File: src/hw/rtl/acb_pkg.sv
`timescale 1ns / 1ps
`default_nettype none

package acb_pkg;

    // one bgra pixel, blue in the lowest byte
    typedef struct packed {
        logic [7:0] alpha;
        logic [7:0] red;
        logic [7:0] green;
        logic [7:0] blue;
    } pix_t;

    // per-item control that travels with the pixel through the stages
    typedef struct packed {
        logic emit;
        logic mask_top;
        logic mask_bot;
        logic mask_left;
        logic mask_right;
        logic last;
    } ctl_t;

    localparam int SUM_W       = 11;
    localparam int CNT_W       = 4;
    localparam int RECIP_W     = 15;
    localparam int RECIP_SHIFT = 14;

    // ceil(2^14 / cnt), exact quotient for sums below 2048
    function automatic logic [RECIP_W-1:0] recip(input logic [CNT_W-1:0] cnt);
        logic [RECIP_W-1:0] m;
        begin
            case (cnt)
                4'd1:    m = 15'd16384;
                4'd2:    m = 15'd8192;
                4'd3:    m = 15'd5462;
                4'd4:    m = 15'd4096;
                4'd5:    m = 15'd3277;
                4'd6:    m = 15'd2731;
                4'd7:    m = 15'd2341;
                4'd8:    m = 15'd2048;
                default: m = 15'd0;
            endcase
            return m;
        end
    endfunction

endpackage

`default_nettype wire

File: src/hw/rtl/acb_nbr_sum.sv
`timescale 1ns / 1ps
`default_nettype none

module acb_nbr_sum (
    input  wire logic                       clk,
    input  wire logic                       rst_n,
    input  wire logic                       ce,
    input  wire logic                       proc,
    input  wire acb_pkg::ctl_t              ctl,
    input  wire acb_pkg::pix_t              up,
    input  wire acb_pkg::pix_t              mid,
    input  wire acb_pkg::pix_t              px,
    output acb_pkg::ctl_t                   sum_ctl,
    output acb_pkg::pix_t                   centre,
    output logic [acb_pkg::SUM_W-1:0]       sum_b,
    output logic [acb_pkg::SUM_W-1:0]       sum_g,
    output logic [acb_pkg::SUM_W-1:0]       sum_r,
    output logic [acb_pkg::CNT_W-1:0]       cnt
);
    import acb_pkg::*;

    pix_t win_reg [9];
    ctl_t b_ctl_reg;
    ctl_t b_ctl_next;
    ctl_t c_ctl_reg;
    pix_t c_centre_reg;
    logic [SUM_W-1:0] sb_reg, sg_reg, sr_reg;
    logic [CNT_W-1:0] cnt_reg;

    logic [SUM_W-1:0] sb_next, sg_next, sr_next;
    logic [CNT_W-1:0] cnt_next;

    // only processed items may emit
    always_comb
    begin
        b_ctl_next      = ctl;
        b_ctl_next.emit = proc && ctl.emit;
    end

    // control valid bits
    always_ff @(posedge clk or negedge rst_n)
    begin
        if (!rst_n)
        begin
            b_ctl_reg <= '0;
            c_ctl_reg <= '0;
        end
        else if (ce)
        begin
            b_ctl_reg <= b_ctl_next;
            c_ctl_reg <= b_ctl_reg;
        end
    end

    // 3x3 window, shifts left by one column per processed item
    always_ff @(posedge clk or negedge rst_n)
    begin
        if (!rst_n)
        begin
            for (int i = 0; i < 9; i++)
            begin
                win_reg[i] <= '0;
            end
        end
        else if (ce && proc)
        begin
            for (int r = 0; r < 3; r++)
            begin
                win_reg[r*3]   <= win_reg[r*3+1];
                win_reg[r*3+1] <= win_reg[r*3+2];
            end
            win_reg[2] <= up;
            win_reg[5] <= mid;
            win_reg[8] <= px;
        end
    end

    // masked sums over the eight neighbors with nonzero alpha
    always_comb
    begin
        sb_next  = '0;
        sg_next  = '0;
        sr_next  = '0;
        cnt_next = '0;
        for (int r = 0; r < 3; r++)
        begin
            for (int c = 0; c < 3; c++)
            begin
                if (!(r == 1 && c == 1) &&
                    !(r == 0 && b_ctl_reg.mask_top) &&
                    !(r == 2 && b_ctl_reg.mask_bot) &&
                    !(c == 0 && b_ctl_reg.mask_left) &&
                    !(c == 2 && b_ctl_reg.mask_right) &&
                    win_reg[r*3+c].alpha != 8'd0)
                begin
                    sb_next  = sb_next + SUM_W'(win_reg[r*3+c].blue);
                    sg_next  = sg_next + SUM_W'(win_reg[r*3+c].green);
                    sr_next  = sr_next + SUM_W'(win_reg[r*3+c].red);
                    cnt_next = cnt_next + CNT_W'(1);
                end
            end
        end
    end

    always_ff @(posedge clk)
    begin
        if (ce)
        begin
            sb_reg       <= sb_next;
            sg_reg       <= sg_next;
            sr_reg       <= sr_next;
            cnt_reg      <= cnt_next;
            c_centre_reg <= win_reg[4];
        end
    end

    assign sum_ctl = c_ctl_reg;
    assign centre  = c_centre_reg;
    assign sum_b   = sb_reg;
    assign sum_g   = sg_reg;
    assign sum_r   = sr_reg;
    assign cnt     = cnt_reg;

endmodule

`default_nettype wire

File: config.mk
export PLATFORM = sky130hd
export DESIGN_NAME = acb_nbr_sum
export DESIGN_NICKNAME = d
export VERILOG_FILES = /design/src/hw/rtl/acb_pkg.sv /design/src/hw/rtl/acb_nbr_sum.sv
export SDC_FILE = /design/constraint.sdc
export NUM_CORES = 1
export LEC_CHECK = 0
export BUFFER_PORTS_ARGS = -buffer_cell sky130_fd_sc_hd__buf_2
export CORE_ASPECT_RATIO = 2
export CORE_MARGIN = 8
export CORE_UTILIZATION = 50
export DETAILED_ROUTE_END_ITERATION = 16
export PLACE_DENSITY = 0.7
export SKIP_CTS_REPAIR_TIMING = 1
export SYNTH_ARGS = -nofsm -noshare
export SYNTH_HDL_FRONTEND = slang
export SYNTH_SLANG_ARGS = --single-unit
export TNS_END_PERCENT = 100
File: constraint.sdc
create_clock -name clk -period 16.76 [get_ports clk]
set_input_delay 0 -clock clk [delete_from_list [all_inputs] [get_ports clk]]
set_output_delay 0 -clock clk [all_outputs]
set_load 0.01 [all_outputs]
==> flow_summary.yaml <==
yosys:
  synth_nets: 2499
  yosysTopAreaCell: "dfrtp_1"
  synth-seq-cells: 369
  synth_area_leaders: "dfrtp_1, mux2_2, ha_1"
  yosys_most_used_dff: "dfrtp_1"
  synthArstFlopShare: 0.813
  yosysSeqAreaShare: 0.403
  syn_area_um2: 23800
  synth_cell_type_count: 85
  synth_top_cells_by_count: "mux2_2, dfrtp_1, ha_1"
  yosysWarnings: 0
  synth_top_area_frac: 0.316
  syn_area_per_cell_um2: 10.8
  syn_inst: 2197
  synth-edff-count: 69
  yosysMostFrequentCell: "mux2_2"
layout:
  stdcell_count: 3123
  stdcell_area_um2: 27700
  seq_area_um2: 9580
  layout.nets: 2764
  drive_gt1_frac: 0.257
  fillers: 3982
  area_growth_pct: 16.6
  fin_util: 0.587
  multi_input_area_um2: 13600
  largest_register_ffs: 288
grt:
  grt_pass1_wl_mm: 93.3
  grt-ovfl-total: 0
  first_global_vias: 17800
  grt_max_degree: 189
  top_usage_layer: "met2"
  antenna_found_initial: 1
  grtUsageTotal: 0.210
  gr-usage-met2: 0.375
  grtUsageMet1: 0.245
  grt_use_met3: 0.0335
worst_setup_path:
  cp-end-kind: "register"
  worst_path_most_repeated_cell: "ha_1"
  cp.required_ps: 17060
  cp.arrival_ps: 10440
  start_kind: "register"
  path_max_fanout: 33
  slowest_delay_ps: 510
  rrSetupSlack_ps: 6620
  critPathSlowestCell: "dfrtp_1"
  worst-setup-path-type: "reg2reg"
  rr_worst_depth: 46
cts:
  cts_tree: "built"
  h-tree-depth: 2
  clock_latency_ps: 570
  numClockSinks: 369
  clk_pin_slew_ps: 70
  cts-buffers-inserted: 37
  cts_root_buffer: "clkbuf_16"
  clock_tree.buffer_depth: 3
floorplan:
  start_util: 0.504
  die_w_um: 170
  die_y_um: 324
  num_rows: 113
  core_um2: 47200
  die-area_um2: 55200
  io_pins: 181
power:
  ir_drop_v: 0.000126
  power_density_nw_per_um2: 205
  leakagePower_nw: 12.3
placed_design:
  placed_area_um2: 25400
  io_buffers: 180
  place_congestion: 0.895
  placed_cells: 2950
  place_hpwl_mm: 42.4
detailed_routing:
  ant_nets: 0
  num_vias: 17800
  drc_errors: 0
  routed_wl_mm: 59.4
  firstDrtPassIters: 5
  initialDrtViolationCount: 937
  vias_per_cell: 5.70
  wl_per_cell_um: 19.0
sta:
  slew_headroom: 0.118
  finalCriticalPeriod_ps: 10140
  hold_viol: 0
  period_share: 0.605
  fmax_ghz: 0.0986
  worstMarginPinSlew_ps: 1320
  final.setup_skew_ps: 31.4
  setup-tns-final_ps: 0
  rsz0062_at_grt: "false"
  slew_viol_final: 0
  finalSetupViolations: 0
run_status:
  status: "finished, final reports clean"
job:
  cap_violations: 0
min_path:
  hp-class: "in2async"
## area by class of cell
type,count,share of cell area
multi-input cells,1651,0.489
flip-flops and latches,369,0.345
repair buffers,304,0.0764
clock buffers,50,0.0392
well taps,632,0.0285
inverters,99,0.0138
clock inverters,17,0.00794
diodes,1,0.0000902
## power by group
part           total, mW  switching (mW)  internal [mW]
logic               3.43            1.85           1.58
registers           1.35           0.160           1.19
clock network      0.895           0.371          0.524
## worst max-delay path, delay by kind of cell (launching register included)
family                     cells  cell delay [ps]
buffers and inverters          4              560
and+or+nand+nor                9             1140
DFF                            1              510
muxes                          1              270
adders and majority gates      8             2480
xor gates and xnor gates       4              520
AOI/OAI and AO/OA             20             4400
## layer usage
| metal | vias up | share of wire |
|---|---|---|
| met3 | 110 | 0.047 |
| li1 | 8586 | - |
| met1 | 8683 | 0.40 |
| met5 | - | 0 |
| met2 | 416 | 0.52 |
| met4 | 0 | 0.038 |
## final timing paths
check	startpoint	end
setup reg to reg	b_ctl_reg[2]$_DFFE_PN0P_	sum_g[9]$_DFFE_PP_
hold reg to reg	win_reg[155]$_DFFE_PN0P_	centre[27]$_DFFE_PP_
max in group asynchronous	rst_n	win_reg[30]$_DFFE_PN0P_
min in group clk	mid[31]	win_reg[127]$_DFFE_PN0P_
setup / recovery	b_ctl_reg[2]$_DFFE_PN0P_	sum_g[9]$_DFFE_PP_
hold / removal	rst_n	win_reg[201]$_DFFE_PN0P_
## logic make-up (layout without fill, tap and decap cells)
kind of cell,after synthesis,count (layout),share of synthesized area
AO/OA/AOI/OAI,545,545,0.152
XOR/XNOR,119,119,0.0457
adder cells (fa/ha/maj),196,196,0.110
buffers and inverters,177,470,0.0293
flip-flops,369,369,0.403
multiplexers,363,363,0.171
other,0,1,0
AND/OR/NAND/NOR,428,428,0.0891
## placed cells by master (no fill, tap or decap), types with 28 or more instances in the layout
cell / n
a211oi_1: 35
a21o_1: 57
a21oi_1: 113
and2_1: 31
buf_2: 178
clkbuf_16: 40
dfrtp_1: 300
dlygate4sd3_1: 105
edfxtp_1: 69
ha_1: 175
inv_1: 98
mux2_2: 334
nand2_1: 104
nor2_1: 131
nor2b_1: 31
nor3_1: 30
o21a_1: 44
o21ai_0: 114
xnor2_1: 88
xor2_1: 28
## through the flow
| stage | hold WS, ps | setup slack (ps) | power [mW] |
|---|---|---|---|
| after floorplan | -296 | 8120 | 3.98 |
| after global placement | 57.9 | 7030 | 4.66 |
| after detailed placement | 50.7 | 6630 | 4.76 |
| after CTS | -525 | 6610 | 5.70 |
| after global routing | 111 | 5710 | 6.17 |
| final | 24.0 | 6620 | 5.68 |
No activity file was read; power rests on OpenSTA's default activity.
