<file path="src/hw/rtl/acb_pkg.sv">
`timescale 1ns / 1ps
`default_nettype none

package acb_pkg;

    // one bgra pixel, blue in the lowest byte
    typedef struct packed {
        logic [7:0] alpha;
        logic [7:0] red;
        logic [7:0] green;
        logic [7:0] blue;
    } pix_t;

    // per-item control that travels with the pixel through the stages
    typedef struct packed {
        logic emit;
        logic mask_top;
        logic mask_bot;
        logic mask_left;
        logic mask_right;
        logic last;
    } ctl_t;

    localparam int SUM_W       = 11;
    localparam int CNT_W       = 4;
    localparam int RECIP_W     = 15;
    localparam int RECIP_SHIFT = 14;

    // ceil(2^14 / cnt), exact quotient for sums below 2048
    function automatic logic [RECIP_W-1:0] recip(input logic [CNT_W-1:0] cnt);
        logic [RECIP_W-1:0] m;
        begin
            case (cnt)
                4'd1:    m = 15'd16384;
                4'd2:    m = 15'd8192;
                4'd3:    m = 15'd5462;
                4'd4:    m = 15'd4096;
                4'd5:    m = 15'd3277;
                4'd6:    m = 15'd2731;
                4'd7:    m = 15'd2341;
                4'd8:    m = 15'd2048;
                default: m = 15'd0;
            endcase
            return m;
        end
    endfunction

endpackage

`default_nettype wire

</file>
<file path="src/hw/rtl/acb_div.sv">
`timescale 1ns / 1ps
`default_nettype none

module acb_div (
    input  wire logic                       clk,
    input  wire logic                       rst_n,
    input  wire logic                       ce,
    input  wire acb_pkg::ctl_t              sum_ctl,
    input  wire acb_pkg::pix_t              centre,
    input  wire logic [acb_pkg::SUM_W-1:0]  sum_b,
    input  wire logic [acb_pkg::SUM_W-1:0]  sum_g,
    input  wire logic [acb_pkg::SUM_W-1:0]  sum_r,
    input  wire logic [acb_pkg::CNT_W-1:0]  cnt,
    output logic                            res_valid,
    output logic                            res_last,
    output acb_pkg::pix_t                   res_pix
);
    import acb_pkg::*;

    localparam int PW = SUM_W + RECIP_W;

    logic [RECIP_W-1:0] m;
    logic [PW-1:0]      pb, pg, pr;
    pix_t               pix_next;
    logic               v_reg;
    logic               last_reg;
    pix_t               pix_reg;

    // divide by 1..8 through the reciprocal table
    always_comb
    begin
        m        = recip(cnt);
        pb       = PW'(sum_b) * PW'(m);
        pg       = PW'(sum_g) * PW'(m);
        pr       = PW'(sum_r) * PW'(m);
        pix_next = centre;
        if (centre.alpha == 8'd0 && cnt != '0)
        begin
            pix_next.blue  = pb[RECIP_SHIFT +: 8];
            pix_next.green = pg[RECIP_SHIFT +: 8];
            pix_next.red   = pr[RECIP_SHIFT +: 8];
        end
    end

    always_ff @(posedge clk or negedge rst_n)
    begin
        if (!rst_n)
        begin
            v_reg <= 1'b0;
        end
        else if (ce)
        begin
            v_reg <= sum_ctl.emit;
        end
    end

    always_ff @(posedge clk)
    begin
        if (ce)
        begin
            pix_reg  <= pix_next;
            last_reg <= sum_ctl.last;
        end
    end

    assign res_valid = v_reg;
    assign res_last  = last_reg;
    assign res_pix   = pix_reg;

endmodule

`default_nettype wire

</file>
<file path="config.mk">
export PLATFORM = sky130hd
export DESIGN_NAME = acb_div
export DESIGN_NICKNAME = d
export VERILOG_FILES = /design/src/hw/rtl/acb_pkg.sv /design/src/hw/rtl/acb_div.sv
export SDC_FILE = /design/constraint.sdc
export NUM_CORES = 1
export LEC_CHECK = 0
export ABC_CLOCK_PERIOD_IN_PS = 800
export BUFFER_PORTS_ARGS = -buffer_cell sky130_fd_sc_hd__clkbuf_2
export CORE_ASPECT_RATIO = 2
export CORE_UTILIZATION = 50
export CTS_CLUSTER_DIAMETER = 30
export CTS_CLUSTER_SIZE = 25
export DETAILED_ROUTE_END_ITERATION = 10
export PLACE_DENSITY = 0.68
export SLEW_MARGIN = 10
export SYNTH_ARGS = -nofsm -noshare
export SYNTH_HDL_FRONTEND = slang
export SYNTH_SLANG_ARGS = --single-unit
</file>
<file path="constraint.sdc">
create_clock -name clk -period 0.8 [get_ports clk]
set_input_delay 0.16 -clock clk [delete_from_list [all_inputs] [get_ports clk]]
set_output_delay 0.16 -clock clk [all_outputs]
set_load 0.005 [all_outputs]
</file>
==> results of run 1 <==
stage by stage:
stage	power (uW)	setup TNS, ns	hold WS (ns)
finish	16800	-116.29	0.0410
global route	18300	-121.60	0.0423
CTS	16500	-116.54	0.0339
detailed placement	12900	-123.32	-0.0639
global placement	12600	-121.32	-0.0656
floorplan	8700	-113.61	-0.136
worst max-delay path by stage:
stage / depth (start not counted) / end / slack (ns)
floorplan: 27 / res_pix[7] / -4.93
global placement: 26 / res_pix[15] / -5.17
detailed placement: 26 / res_pix[15] / -5.28
CTS: 27 / res_pix[15] / -4.78
global route: 26 / res_pix[7] / -4.97
finish: 31 / res_pix[14] / -4.79
power by group through the flow:
stage / clock network, uW / logic, uW / registers [uW]
3_5_place_dp: 0 / 10700 / 2200
6_report: 2460 / 12200 / 2160
5_1_grt: 2540 / 13600 / 2170
2_1_floorplan: 0 / 6490 / 2210
4_1_cts: 2510 / 11800 / 2160
3_3_place_gp: 0 / 10400 / 2190
critical path, delay by kind of cell:
kind                       cells  cell delay [ns]
xor gates and xnor gates       1             0.13
buffers and inverters         13             1.34
AOI/OAI and AO/OA              7             1.01
adders and majority gates      7             2.85
and+or+nand+nor                3             0.14
registers in the layout (all words and copies together) (netlist names):
register and flops:
res_last 1, res_valid 1, res_pix 32
synth_stat cells, types with 12 or more instances:
library cell                 n
sky130_fd_sc_hd__and2_1    114
sky130_fd_sc_hd__ha_1      137
sky130_fd_sc_hd__xor2_1     12
sky130_fd_sc_hd__o21ai_0    33
sky130_fd_sc_hd__nand2_1   233
sky130_fd_sc_hd__and3_1     84
sky130_fd_sc_hd__xnor2_1    36
sky130_fd_sc_hd__edfxtp_1   33
sky130_fd_sc_hd__clkbuf_1   80
sky130_fd_sc_hd__a21oi_1    20
sky130_fd_sc_hd__inv_1     462
sky130_fd_sc_hd__nor2_1     16
sky130_fd_sc_hd__fa_1      330
cell families (layout without fill, tap and decap cells):
family	after synthesis	in the layout	synth area share (%)
buf+inv	546	906	13.8
flops	34	34	6.81
simple gates	487	487	16.4
xor+xnor	48	48	2.82
compound gates	98	98	4.25
mux	2	2	0.143
fa+ha+maj	467	467	55.8
per-layer routing:
layer / wire length [um] / part of all wire (%)
met1: 14400 / 33
met2: 24900 / 56
met3: 1420 / 3.2
met4: 3430 / 7.8
met5: 0 / 0
layout make-up:
type,count,area [sq um]
Multi-Input combinational cell,1102,12600
Fill cell,2464,10200
Timing Repair Buffer,436,3290
Inverter,462,1750
Sequential cell,34,1020
Tap cell,364,455
Clock buffer,7,143
Clock inverter,1,30.0
what timing repair did:
item	in CTS	in global routing
setup buffers	19	20
hold endpoints to repair	1	0
setup endpoints to repair	58	58
gates resized for setup	117	67
pin swaps	92	80
hold buffers	1	0
cloned	0	1
==> impl_metrics.py, run 1 <==
metrics = {
    "detailed_routing": {
        "routed_via_density": 5.18,
        "detail_route.drc_violations": 0,
        "detail_route.iter0.violations": 478,
        "wl_per_cell_um": 18.4,
        "ant_nets": 0,
        "drt_wl_total_um": 44200,
        "routed_via_count": 12500,
        "drtPass1Iterations": 5,
    },
    "floorplan": {
        "die_w_um": 124,
        "core-area_sq_um": 29400,
        "initial_core_util_pct": 50.7,
        "die_y_um": 246,
        "floorplan.rows": 89,
        "design.die.area_sq_um": 30600,
        "boundaryPins": 112,
    },
    "worst_hold_path": {
        "hold-path-endpoint": "res_last",
        "hold_path_class": "input port to register",
        "whs_path_depth": 1,
        "hp_start": "sum_ctl[0]",
    },
    "place": {
        "place.port_buffers": 107,
        "place.gp.congestion": 0.954,
        "detailedPlacementHpwl_um": 37800,
        "numPlacedInstances": 2361,
        "dpl-instance-area_sq_um": 18000,
        "placement.setup.worst_slack_ns": -5.28,
    },
    "sta": {
        "report.final.hold_viol_count": 0,
        "final.period_utilization_pct": 698,
        "rsz_0062_raised_after_global_routing": "yes",
        "finalSetupViolations": 58,
        "maxSlewHeadroom_pct": 75.4,
        "worst_pin_slew_ns": 0.365,
        "slew_violations": 0,
        "timing.fmax_mhz": 179,
        "fin_worst_skew_ns": 0,
        "setup_ws_ns": -4.79,
        "post-route-min-period_ns": 5.59,
    },
    "worst_setup_path": {
        "critPathRequiredTime_ns": 0.85,
        "crit_path_max_incr_delay_ns": 0.56,
        "cp_max_fo": 4,
        "critical_path.startpoint": "cnt[1]",
        "r2r_end": "res_valid",
        "worstSetupEndpointType": "register",
        "r2r_slack_ns": 0.06,
        "worstPathArrival_ns": 5.64,
        "worst_r2r_startpoint": "res_valid",
        "worst-setup-path-type": "input port to register",
        "cp_common_cell": "sky130_fd_sc_hd__buf_6",
        "start_kind": "input port",
        "slowest_stage_cell_crit_path": "sky130_fd_sc_hd__fa_1",
        "ff2ff_path_depth": 1,
    },
    "power": {
        "comb_power_share_pct": 72.5,
        "p_clk_share_pct": 14.7,
        "power.net_switching_uw": 7370,
        "share_seq_of_total_power_pct": 12.8,
        "sw_frac_of_total_pct": 43.9,
        "power.internal_uw": 9420,
        "p_leak_uw": 0.0104,
        "power_density_nw_per_um2": 873,
        "worst_ir_drop_vdd_mv": 1.04,
    },
    "yosys": {
        "seq_area_frac_synth_pct": 6.81,
        "synthesis.yosys.warnings": 0,
        "synth_ff_type": "sky130_fd_sc_hd__edfxtp_1",
        "yosysTopAreaCell": "sky130_fd_sc_hd__fa_1",
        "synth_nets": 2227,
        "synthDominantCellAreaShare_pct": 44.3,
        "count_of_cell_types_in_the_netlist": 58,
        "post_synth_main_area_contributors": "sky130_fd_sc_hd__fa_1, sky130_fd_sc_hd__inv_1, sky130_fd_sc_hd__ha_1",
        "synth_enable_flop_cells": 33,
        "synth.ff_latch_count": 34,
        "syn_area_per_cell_sq_um": 8.87,
        "async_flop_share_pct": 2.94,
        "syn_inst": 1682,
        "post_synth_instance_area_sq_um": 14900,
    },
    "global_routing": {
        "met3_usage_pct": 1.81,
        "initial_antenna_violation_count": 1,
        "use_met1_pct": 30.9,
        "groute.usage.overall_pct": 30.8,
        "maximum_number_of_pins_on_one_net_before_global_route_repair": 29,
        "gr-total-overflow": 0,
        "first_pass_grt_wire_length_um": 69800,
        "vias_in_the_first_global_route": 14300,
        "top_usage_layer": "met2",
        "grtUsageMet2_pct": 58.4,
    },
    "job": {
        "drv_cap": 0,
    },
    "clock_network": {
        "ctsRootBufferMaster": "sky130_fd_sc_hd__clkbuf_16",
        "clock_latency_ns": 0.29,
        "cts_max_level": 2,
        "cts_tree": "yes",
        "clkSinkCount": 34,
        "cts.reportedPaths.clkPinSlew_ns": 0.06,
        "cts_made_buffers": 5,
        "clock_tree.buffer_depth": 2,
    },
    "cells_and_area": {
        "area_growth_pct": 29.0,
        "finalInstanceArea_sq_um": 19200,
        "mostFrequentLayoutCell": "sky130_fd_sc_hd__inv_1",
        "utilization_pct": 65.4,
        "nNetsFinal": 2586,
        "layoutNonFillerInstCount": 2406,
        "highest_count_cells_in_the_layout_ignoring_fill_and_taps": "sky130_fd_sc_hd__inv_1, sky130_fd_sc_hd__fa_1, sky130_fd_sc_hd__buf_4, sky130_fd_sc_hd__nand2_1, sky130_fd_sc_hd__ha_1",
        "post_route_cells_drive_above_1_share_pct": 28.8,
        "antenna_cells": 0,
    },
    "outcome": {
        "run_status": "complete, but fails checks",
        "violations_in_the_final_reports": "negative setup slack",
    },
}
(Power assumes the default switching activity.)
==> inputs of run 2 (changes only) <==
Settings changed: CELL_PAD_IN_SITES_DETAIL_PLACEMENT from default to 1, CELL_PAD_IN_SITES_GLOBAL_PLACEMENT from default to 1, CORE_UTILIZATION 50 to 45, CTS_BUF_LIST from default to sky130_fd_sc_hd__clkbuf_4, PLACE_DENSITY 0.68 to 0.78, REMOVE_ABC_BUFFERS from default to 1.
==> run 2 against run 1 <==
  * The flow still finishes with violations (negative setup slack)
  * Sequential share of layout area decreased by 0.11 points
  * Sequential power about the same
  * Worst hold slack got worse by 0.011 ns
  * Count of clock-buffer cells in the layout decreased by 2
  * Sequential cell count unchanged
  * Combinational power increased by 15%
  * Global-route usage increased by 6.2 points
  * Register-to-register slack about the same
  * Die area increased by 11%
  * Critical path depth decreased by 7
  * Maximum frequency decreased by 6.9%
  * Critical path type unchanged
  * Critical endpoint is now res_pix[4]
  * Largest cell class unchanged
  * Largest power group unchanged
==> impl_metrics.py, run 2 (synthesis gave the netlist of run 1 again) <==
metrics = {
    "outcome": {
        "run_status": "complete, but fails checks",
        "violations_in_the_final_reports": "negative setup slack",
    },
    "worst_setup_path": {
        "cp_cell_sequence": "clkbuf_16, clkinvlp_4, ha_4, buf_4, and3_2, fa_1, inv_2, fa_2, inv_2, fa_2, fa_1, inv_1, fa_1, inv_1, ha_2, nand2_1, a21oi_2, a311o_1, a41o_1, buf_6, a21o_1, a21oi_2, xor2_1, o21ai_1",
        "worstSetupEndpointType": "register",
        "cp_common_cell": "sky130_fd_sc_hd__fa_1",
        "worstPathBufferInverterCount": 8,
        "cp_max_fo": 14,
        "worstPathArrival_ns": 6.21,
        "worst-setup-path-type": "input port to register",
        "start_kind": "input port",
        "slowest_stage_cell_crit_path": "sky130_fd_sc_hd__fa_1",
        "critical-path-top-delay-family": "adder cells",
        "crit_path_max_incr_delay_ns": 0.76,
        "critPathRequiredTime_ns": 1.00,
    },
    "power": {
        "p_leak_uw": 0.0105,
        "worst_ir_drop_vdd_mv": 0.606,
        "power_density_nw_per_um2": 925,
        "total_power_uw": 18200,
    },
    "sta": {
        "maxSlewHeadroom_pct": 67.0,
        "setup_ws_ns": -5.20,
        "report.final.hold_viol_count": 0,
        "slew_violations": 0,
        "timing.fmax_mhz": 167,
        "post-route-min-period_ns": 6.00,
        "fin_hold_ws_ns": 0.0303,
        "timing.setup.tns_ns": -125.06,
        "final.period_utilization_pct": 750,
        "rsz_0062_raised_after_global_routing": "yes",
        "worst_pin_slew_ns": 0.490,
        "fin_worst_skew_ns": 0,
        "finalSetupViolations": 58,
    },
    "clock_network": {
        "clock_latency_ns": 0.42,
        "clkSinkCount": 34,
        "clock_tree.buffer_depth": 2,
        "cts_made_buffers": 5,
        "cts_max_level": 2,
        "cts.reportedPaths.clkPinSlew_ns": 0.17,
        "ctsRootBufferMaster": "sky130_fd_sc_hd__clkbuf_4",
        "cts_tree": "yes",
    },
    "place": {
        "numPlacedInstances": 2419,
        "place.port_buffers": 107,
        "placement.setup.worst_slack_ns": -5.59,
        "detailedPlacementHpwl_um": 43300,
        "place.gp.congestion": 0.940,
    },
    "detailed_routing": {
        "drtPass1Iterations": 5,
        "drt_wl_total_um": 63400,
        "detail_route.iter0.violations": 779,
        "ant_nets": 0,
        "wl_per_cell_um": 25.3,
        "routed_via_count": 14000,
        "detail_route.drc_violations": 0,
        "routed_via_density": 5.59,
    },
    "cells_and_area": {
        "mostFrequentLayoutCell": "sky130_fd_sc_hd__inv_1",
        "largest_reg_flops": 32,
        "area_growth_pct": 31.7,
        "nNetsFinal": 2610,
        "layoutNonFillerInstCount": 2502,
        "post_route_cells_drive_above_1_share_pct": 30.2,
        "highest_count_cells_in_the_layout_ignoring_fill_and_taps": "sky130_fd_sc_hd__inv_1, sky130_fd_sc_hd__fa_1, sky130_fd_sc_hd__buf_4, sky130_fd_sc_hd__nand2_1, sky130_fd_sc_hd__ha_1",
    },
    "floorplan": {
        "initial_core_util_pct": 45.4,
        "floorplan.rows": 94,
        "design.die.area_sq_um": 33900,
        "boundaryPins": 112,
        "die_y_um": 259,
        "core-area_sq_um": 32800,
        "die_w_um": 131,
    },
    "global_routing": {
        "groute.usage.overall_pct": 37.0,
        "gr-total-overflow": 0,
        "initial_antenna_violation_count": 3,
        "first_pass_grt_wire_length_um": 90800,
        "vias_in_the_first_global_route": 16800,
        "maximum_number_of_pins_on_one_net_before_global_route_repair": 28,
    },
    "job": {
        "drv_cap": 0,
    },
    "worst_hold_path": {
        "hold_path_class": "input port to register",
    },
}
## run 2: cell count changes in the layout (fill, tap and decap cells not counted), sizes merged
| cell | change |
|---|---|
| buf | -1 |
| bufinv | +1 |
| clkbuf | -3 |
| clkinvlp | +1 |
| diode | +4 |
| dlygate4sd3 | +26 |
## run 2: final timing paths
kind	startpoint	end	slack, ns	cells past startpoint
min in group asynchronous	rst_n	res_valid	0.57	3
max in group asynchronous	rst_n	res_valid	0.12	3
worst max-delay path	cnt[0]	res_pix[4]	-5.20	24
worst max register to register	res_valid	res_valid	0.05	1
worst min-delay path	centre[16]	res_pix[16]	0.03	3
worst min register to register	res_valid	res_valid	0.53	1
## run 2: area by class of cell
cell class / instances / area, sq um
diodes: 4 / 10.0
clock buffers: 5 / 37.5
clock inverters: 3 / 68.8
fillers: 3698 / 13200
inverters: 462 / 1750
multi-input cells: 1102 / 12600
flip-flops and latches: 34 / 1020
well taps: 432 / 541
repair buffers: 460 / 3590
## run 2: power by group
| group | switching (uW) | internal, uW | total (uW) |
|---|---|---|---|
| logic | 7660 | 6360 | 14000 |
| registers | 46.0 | 2110 | 2160 |
| clock network | 1010 | 977 | 1980 |
## run 2: what timing repair did
item                                    CTS  global route
hold buffers                             27             0
setup buffers                            31            12
gates resized for setup                 192            75
endpoints found under the setup margin   58            58
endpoints found under the hold margin    26             0
pin swaps                               101            74
cloned                                    1             0
## run 2: per-stage QoR
step	utilization (%)	area (sq um)
6_report	59.9	19600
5_1_grt	59.9	19600
4_1_cts	58.8	19300
3_5_place_dp	54.6	17900
3_3_place_gp	54.6	17900
2_1_floorplan	-	14600
## run 2: routing by layer
layer | wire length, um | GRT usage (%) | share of wire (%)
met5 | 0 | 0 | 0
met4 | 7980 | 36.2 | 13
met2 | 32700 | 66.7 | 52
met1 | 18600 | 32.9 | 29
met3 | 4010 | 7.01 | 6.3
## run 2: worst min-delay path: stages
cell and delay (ns):
sky130_fd_sc_hd__clkbuf_2 0.07, sky130_fd_sc_hd__nand2_1 0.04, sky130_fd_sc_hd__o21ai_1 0.07
